===== config.mk =====
export PLATFORM = sky130hd
export DESIGN_NAME = gavp_row_loader
export DESIGN_NICKNAME = d
export VERILOG_FILES = /design/src/hw/rtl/gavp_pkg.sv /design/src/hw/rtl/gavp_row_loader.sv
export SDC_FILE = /design/constraint.sdc
export NUM_CORES = 1
export LEC_CHECK = 0
export BUFFER_PORTS_ARGS = -buffer_cell sky130_fd_sc_hd__buf_4
export CAP_MARGIN = 20
export CORE_MARGIN = 10
export CORE_UTILIZATION = 25
export DETAILED_ROUTE_END_ITERATION = 8
export GPL_ROUTABILITY_DRIVEN = 0
export PLACE_DENSITY = 0.42
export SLEW_MARGIN = 25
export SYNTH_ARGS = -nofsm -noshare
export SYNTH_HDL_FRONTEND = slang
export SYNTH_SLANG_ARGS = --single-unit
export TNS_END_PERCENT = 30

===== constraint.sdc =====
create_clock -name clk -period 13.5 [get_ports clk]
set_input_delay 0.675 -clock clk [delete_from_list [all_inputs] [get_ports clk]]
set_output_delay 0.675 -clock clk [all_outputs]
set_load 0.02 [all_outputs]

===== src/hw/rtl/gavp_pkg.sv =====
`timescale 1ns / 1ps
package gavp_pkg;
  localparam int ROW_CELLS = 64;
  localparam int COL_W = $clog2(ROW_CELLS);
  localparam int CNT_W = COL_W + 1;
  localparam int QUEUE_DEPTH = 2;
  localparam logic [15:0] FIX_055 = 16'd36045;
  localparam logic [15:0] FIX_050 = 16'd32768;

  localparam logic [1:0] REG_WIDTH = 2'd0;
  localparam logic [1:0] REG_HEIGHT = 2'd1;
  localparam logic [1:0] REG_STEP = 2'd2;

  // one finished row handed from the loader to the row engine
  typedef struct packed {
    logic [CNT_W-1:0] width;
    logic             polar;
    logic [COL_W-1:0] bank;
  } row_job_t;

  typedef struct packed {
    logic [31:0] new_east_west;
    logic [31:0] new_north_south;
    logic [31:0] cell_convergence;
    logic [31:0] updated_pressure;
    logic        row_last;
  } result_t;

  function automatic logic [31:0] sat32(input logic signed [63:0] x);
    logic [31:0] r;
    if (x > 64'sd2147483647) r = 32'h7fffffff;
    else if (x < -64'sd2147483648) r = 32'h80000000;
    else r = x[31:0];
    return r;
  endfunction

  // add half an lsb, then floor by 2^16
  function automatic logic signed [63:0] round16(input logic signed [63:0] p);
    logic signed [63:0] x;
    x = p + 64'sd32768;
    return x >>> 16;
  endfunction
endpackage


===== src/hw/rtl/gavp_row_loader.sv =====
`timescale 1ns / 1ps
module gavp_row_loader
  import gavp_pkg::*;
(
  input  logic             clk,
  input  logic             rst,
  input  logic             in_valid,
  output logic             in_ready,
  input  logic [6:0]       grid_width,
  input  logic [15:0]      grid_height,
  output logic [COL_W-1:0] wr_col,
  output logic             wr_en,
  output logic [COL_W-1:0] wr_bank,
  output logic             job_push,
  output row_job_t         job,
  input  logic             queue_full
);
  logic [CNT_W-1:0] column_count;
  logic [15:0] row_count;
  logic [COL_W-1:0] bank;
  logic [CNT_W-1:0] w;
  logic [CNT_W-1:0] col;
  logic row_end;
  logic [15:0] h;
  logic [15:0] row_next;

  always_comb begin
    if (grid_width == 7'd0) w = CNT_W'(1);
    else if (32'(grid_width) > ROW_CELLS) w = CNT_W'(ROW_CELLS);
    else w = CNT_W'(grid_width);
    col = (column_count >= w) ? w - CNT_W'(1) : column_count;
    row_end = (col + CNT_W'(1)) >= w;
    h = (grid_height == 16'd0) ? 16'd1 : grid_height;
    row_next = row_count + 16'd1;
  end

  // every cell, not only a row end, needs a free queue slot; the engine owns the bank it names
  assign in_ready = !queue_full;
  assign wr_en = in_valid && in_ready;
  assign wr_col = col[COL_W-1:0];
  assign wr_bank = bank;
  assign job_push = wr_en && row_end;
  assign job = '{width: w, polar: (row_count == 16'd0), bank: bank};

  always_ff @(posedge clk) begin
    if (rst) begin
      column_count <= '0;
      row_count <= '0;
      bank <= '0;
    end else if (wr_en) begin
      if (row_end) begin
        column_count <= '0;
        row_count <= (row_next >= h) ? 16'd0 : row_next;
        bank <= bank + COL_W'(1);
      end else begin
        column_count <= col + CNT_W'(1);
      end
    end
  end
endmodule


[After elaboration in Yosys (flattened, before gate mapping)]
Index checks and enable logic that the tools add are counted.
Cells by class
  add/sub/neg operators: 4
  $lt $le $gt $ge: 4
  mux-type cells: 6
  reduce and logical (&&, ||, !) cells: 7
Operators with widths (number)
  zero test 16 bit: 2
  two-way mux 16 bit: 2
  two-way mux 7 bit: 4
  adder 16 x 1 -> 16 bit (second input constant): 1
  >= comparator 16 bit: 1
  >= comparator 7 bit: 2
  adder 7 x 1 -> 7 bit (second input constant): 1
  > comparator 7 bit (second input constant): 1
  zero test 7 bit: 1
  subtractor 7 x 1 -> 7 bit (second input constant): 1
  adder 6 x 1 -> 6 bit (second input constant): 1
  logical AND 1 bit: 2
  AND reduction 2 bit: 1
  zero test 1 bit: 1
Word-level totals
  register bits after elaboration: 29
  input port bits: 27
  output and inout port bits: 29
  logic and storage cells: 24

[Longest topological paths before layout]
  depth in word-level cells: 8
  depth in mapped cells: 25
  gate-level depth less buffers: 24

[Least setup slack after synthesis]
Ideal clock, no wire load.
  kind: input port to output port
  from: input grid_width[4]
  to: output job_push
  arrival: 4774 ps
  data required time: 12825 ps
  slack: 8051 ps
  stages: 21
  path buffers: 1
  path through: nor2_1 > nor4b_1 > o21ai_1 > inv_1 > ha_1 > nand2b_1 > a31oi_1 > o21ai_4 > clkbuf_1 > a21oi_1 > ha_1 > and2_1 > a32oi_1 > xor2_1 > nand2_1 > nand2_1 > ha_1 > and3_1 > and3_1 > a211oi_2 > inv_2
RTL lines
  start: declaration: RTL line gavp_row_loader.sv:9  | input logic [6:0] grid_width,
  end: declaration: RTL line gavp_row_loader.sv:14  | output logic job_push,

[Final worst setup path]
  from: input grid_width[4]
  to: output job_push
On the way
  word-level cells in the longest chain between the ends: 8
  elaborated cells on any way between the ends: 10
  those cells by class: add/sub: 2; order compare: 3; mux: 3; reduce/logical: 2
RTL lines
  > comparator 7 bit: RTL line gavp_row_loader.sv:29  | else if (32'(grid_width) > ROW_CELLS) w = CNT_W'(ROW_CELLS);
  two-way mux 7 bit: RTL line gavp_row_loader.sv:29
  two-way mux 7 bit (*): RTL line gavp_row_loader.sv:28  | if (grid_width == 7'd0) w = CNT_W'(1);
  subtractor 7 x 1 -> 7 bit or >= comparator 7 bit (tied branches): RTL line gavp_row_loader.sv:31  | col = (column_count >= w) ? w - CNT_W'(1) : column_count;
  two-way mux 7 bit: RTL line gavp_row_loader.sv:31
  adder 7 x 1 -> 7 bit: RTL line gavp_row_loader.sv:32  | row_end = (col + CNT_W'(1)) >= w;
  >= comparator 7 bit (*): RTL line gavp_row_loader.sv:32
  logical AND 1 bit (*): RTL line gavp_row_loader.sv:42  | assign job_push = wr_en && row_end;
Every way passes the cells marked *; elsewhere a longest branch is shown, timed or not.

==> impl_metrics.yaml <==
outcome:
  status: "complete, no violations"
timing:
  tightestPinTransition_ps: 746
  layout_setup_ws_ps: 7640
  fmax_mhz: 171
  slew_violations: 0
  hold_viol_final: 0
  min_period_over_period_pct: 43.4
  fin_skew_ps: 7.26
  rsz0062_at_grt: "no"
  relSlewSlack_pct: 49.9
  setup_viol: 0
  post-route-min-period_ps: 5860
  setup_tns_ps: 0
synth:
  syn_avg_cell_area_um2: 7.54
  ys_seq_elements: 29
  ys_types: 59
  synthTopCellsByArea: "dfxtp_1, ha_1, nand2_1"
  syn_nets: 433
  synthArstFlopShare_pct: 0
  synthesis.area_um2: 2800
  synth_top_area_share_pct: 20.8
  syn_inst: 371
  ys_seq_area_share_pct: 20.8
  synth_top_cell_by_area: "dfxtp_1"
  synth_flop_cell: "dfxtp_1"
  synth_edf_count: 0
  yosysWarnings: 0
clock_tree:
  cts-resized-gates: 0
  clk_pin_slew_ps: 70
  clock_latency_ps: 280
  postCtsSetupRepairBufs: 0
  cts_tree: "yes"
  htree_levels: 2
  hold_buffers: 0
  root_buffer: "clkbuf_8"
  cts_buffer_depth: 2
  clock_sinks: 29
  cts_buffers: 5
pwr:
  leakage_nw: 1.58
  p_total_uw: 285
  irDropWorstVdd_uv: 47.7
  p_per_area_nw_per_um2: 83.1
critical_path:
  cp-startpoint: "grid_width[4]"
  ff2ff_path_depth: 21
  reg2reg_to: "row_count[9]"
  crit_end: "job_push"
  end_kind: "output pin"
  r2r_setup_slack_ps: 8630
  path_delay_family: "simple AND/OR/NAND/NOR gates"
  cp.required_ps: 12820
  critical-path-slowest-cell: "o21ai_4"
  critPathMaxStageDelay_ps: 440
  crit_buf_inv: 5
  crit_cells: 23
  worstPathArrival_ps: 5190
  crit_type: "in2out"
  crit_path_start_kind: "input port"
  reg2reg_from: "column_count[0]"
  crit_chain: "buf_4 > nor2_1 > nor4b_1 > o21ai_1 > inv_1 > ha_1 > nand2b_1 > a31oi_1 > o21ai_4 > mux2_2 > ha_1 > and2_1 > a32oi_1 > xor2_1 > nand2_1 > nand2_1 > ha_1 > and3_1 > and3_1 > a211oi_2 > buf_4 > inv_2 > buf_4"
  crit_path_max_fanout: 19
route:
  routed_wl_um: 8100
  vias: 2747
  viasPerCell: 4.91
  drc: 0
  drt_iter0_drc: 161
  ant_nets: 0
  first_pass_iters: 4
  wl_per_cell_um: 14.5
cells_and_area:
  area_delta_synth_final_pct: 22.6
  num-nets-final: 480
  final_util_pct: 31.5
  antennaDiodeCount: 0
  fill_cells: 1189
  post_route_cells_drive_above_1_share_pct: 19.6
job:
  cap_viol_max_count: 0
die:
  initial_core_util_pct: 25.7
  die_y_um: 126
  io_pins: 56
  core_region_area_um2: 10900
  die_area_um2: 15800
  die_w_um: 126
  std_cell_rows: 38
grt:
  grt_overflow: 0
  grt_max_degree: 24
  grt_util_all_layers_pct: 9.93
  grt_pass1_wl_um: 13300
  antenna_found_initial: 0
  first_global_vias: 2684
placement:
  detailedPlace.worstSlack_ps: 7600
  place.detailed.hpwl_um: 6630
  portBuffers: 55
min_path:
  hold_path.class: "reg2reg"
[layer usage]
layer  part of all wire [%]  track usage, %
met4                    1.8            3.55
met1                     50            12.9
met5                      0               0
met2                     45            15.9
met3                    3.6            1.93
[cell families (layout without fill, tap and decap cells)]
group / count (synthesis) / after routing / share of synthesized area (%)
simple gates: 143 / 143 / 26.0
xor+xnor: 23 / 23 / 7.20
mux: 4 / 4 / 1.57
fa+ha+maj: 35 / 35 / 15.7
flops: 29 / 29 / 20.8
compound gates: 81 / 81 / 20.3
buf+inv: 56 / 104 / 8.45
[synthesized netlist by cell type (all sizes together), types with 3 or more instances]
cell type,instances
xnor2,11
nand2b,9
dfxtp,29
a31oi,5
clkbuf,10
xor2,12
and3,5
nand4,7
o21ai,12
nand3,13
and2,3
nor4b,3
a21oi,22
o211a,3
a21o,3
o22ai,6
a22oi,7
nand2,49
mux2,3
nor2,24
buf,7
nor4,9
inv,39
a211oi,3
ha,35
nor3b,3
nor3,8
[worst min path at each step]
stage | cells after the start | from | slack [ps] | end
floorplan | 2 | column_count[0] | 470 | column_count[0]
global placement | 2 | wr_bank[1] | 510 | wr_bank[1]
detailed placement | 2 | wr_bank[1] | 510 | wr_bank[1]
CTS | 2 | row_count[9] | 520 | row_count[9]
global route | 2 | wr_bank[1] | 560 | wr_bank[1]
finish | 2 | wr_bank[1] | 520 | wr_bank[1]
[worst register-to-register path, stage by stage, from the launching register on]
cell and delay (ps):
dfxtp_1 410, inv_1 60, ha_1 260, nand2b_1 90, a31oi_1 130, o21ai_4 450, mux2_2 420, ha_1 240
and2_1 170, a32oi_1 220, xor2_1 220, nand2_1 90, nand2_1 100, ha_1 220, and3_1 180, and3_1 190
a211oi_2 200, buf_4 220, inv_2 120, nor2_1 550, a21oi_1 110, o22ai_1 140
[layout by cell type, fill, tap and decap left out, types with 8 or more instances in the layout]
master,instances
a21oi_1,22
nand2b_1,9
nand3_1,13
nor4_1,9
inv_1,36
nand2_1,48
buf_4,57
dfxtp_1,29
nor3_1,8
nor2_1,24
xor2_1,12
xnor2_1,11
ha_1,35
[area by class of cell]
cell class	count	area, um2	share of cell area [%]
clock buffer	6	82.6	2.41
tap	140	175	5.11
inverter	39	146	4.27
sequential	29	581	16.9
timing repair buffer	57	428	12.5
multi-input combinational	286	1980	57.7
clock inverter	2	37.5	1.09
[report_power, final]
group / internal (mW) / switching, mW
clock network: 0.0600 / 0.0353
registers: 0.0884 / 0.00443
logic: 0.0409 / 0.0561
[through the flow]
stage                     area [um2]  hold WS, ps  instances
after CTS                       3430          525        559
after global routing            3430          559        559
after global placement          3310          508        551
after detailed placement        3310          512        551
after floorplan                 2800          470        371
final                           3430          518        559
[flip-flops by register name, summed over array words and instances, names as in the netlist]
signal,flops
row_count,16
column_count,7
wr_bank,6
Power figures use the tool's default switching activity.
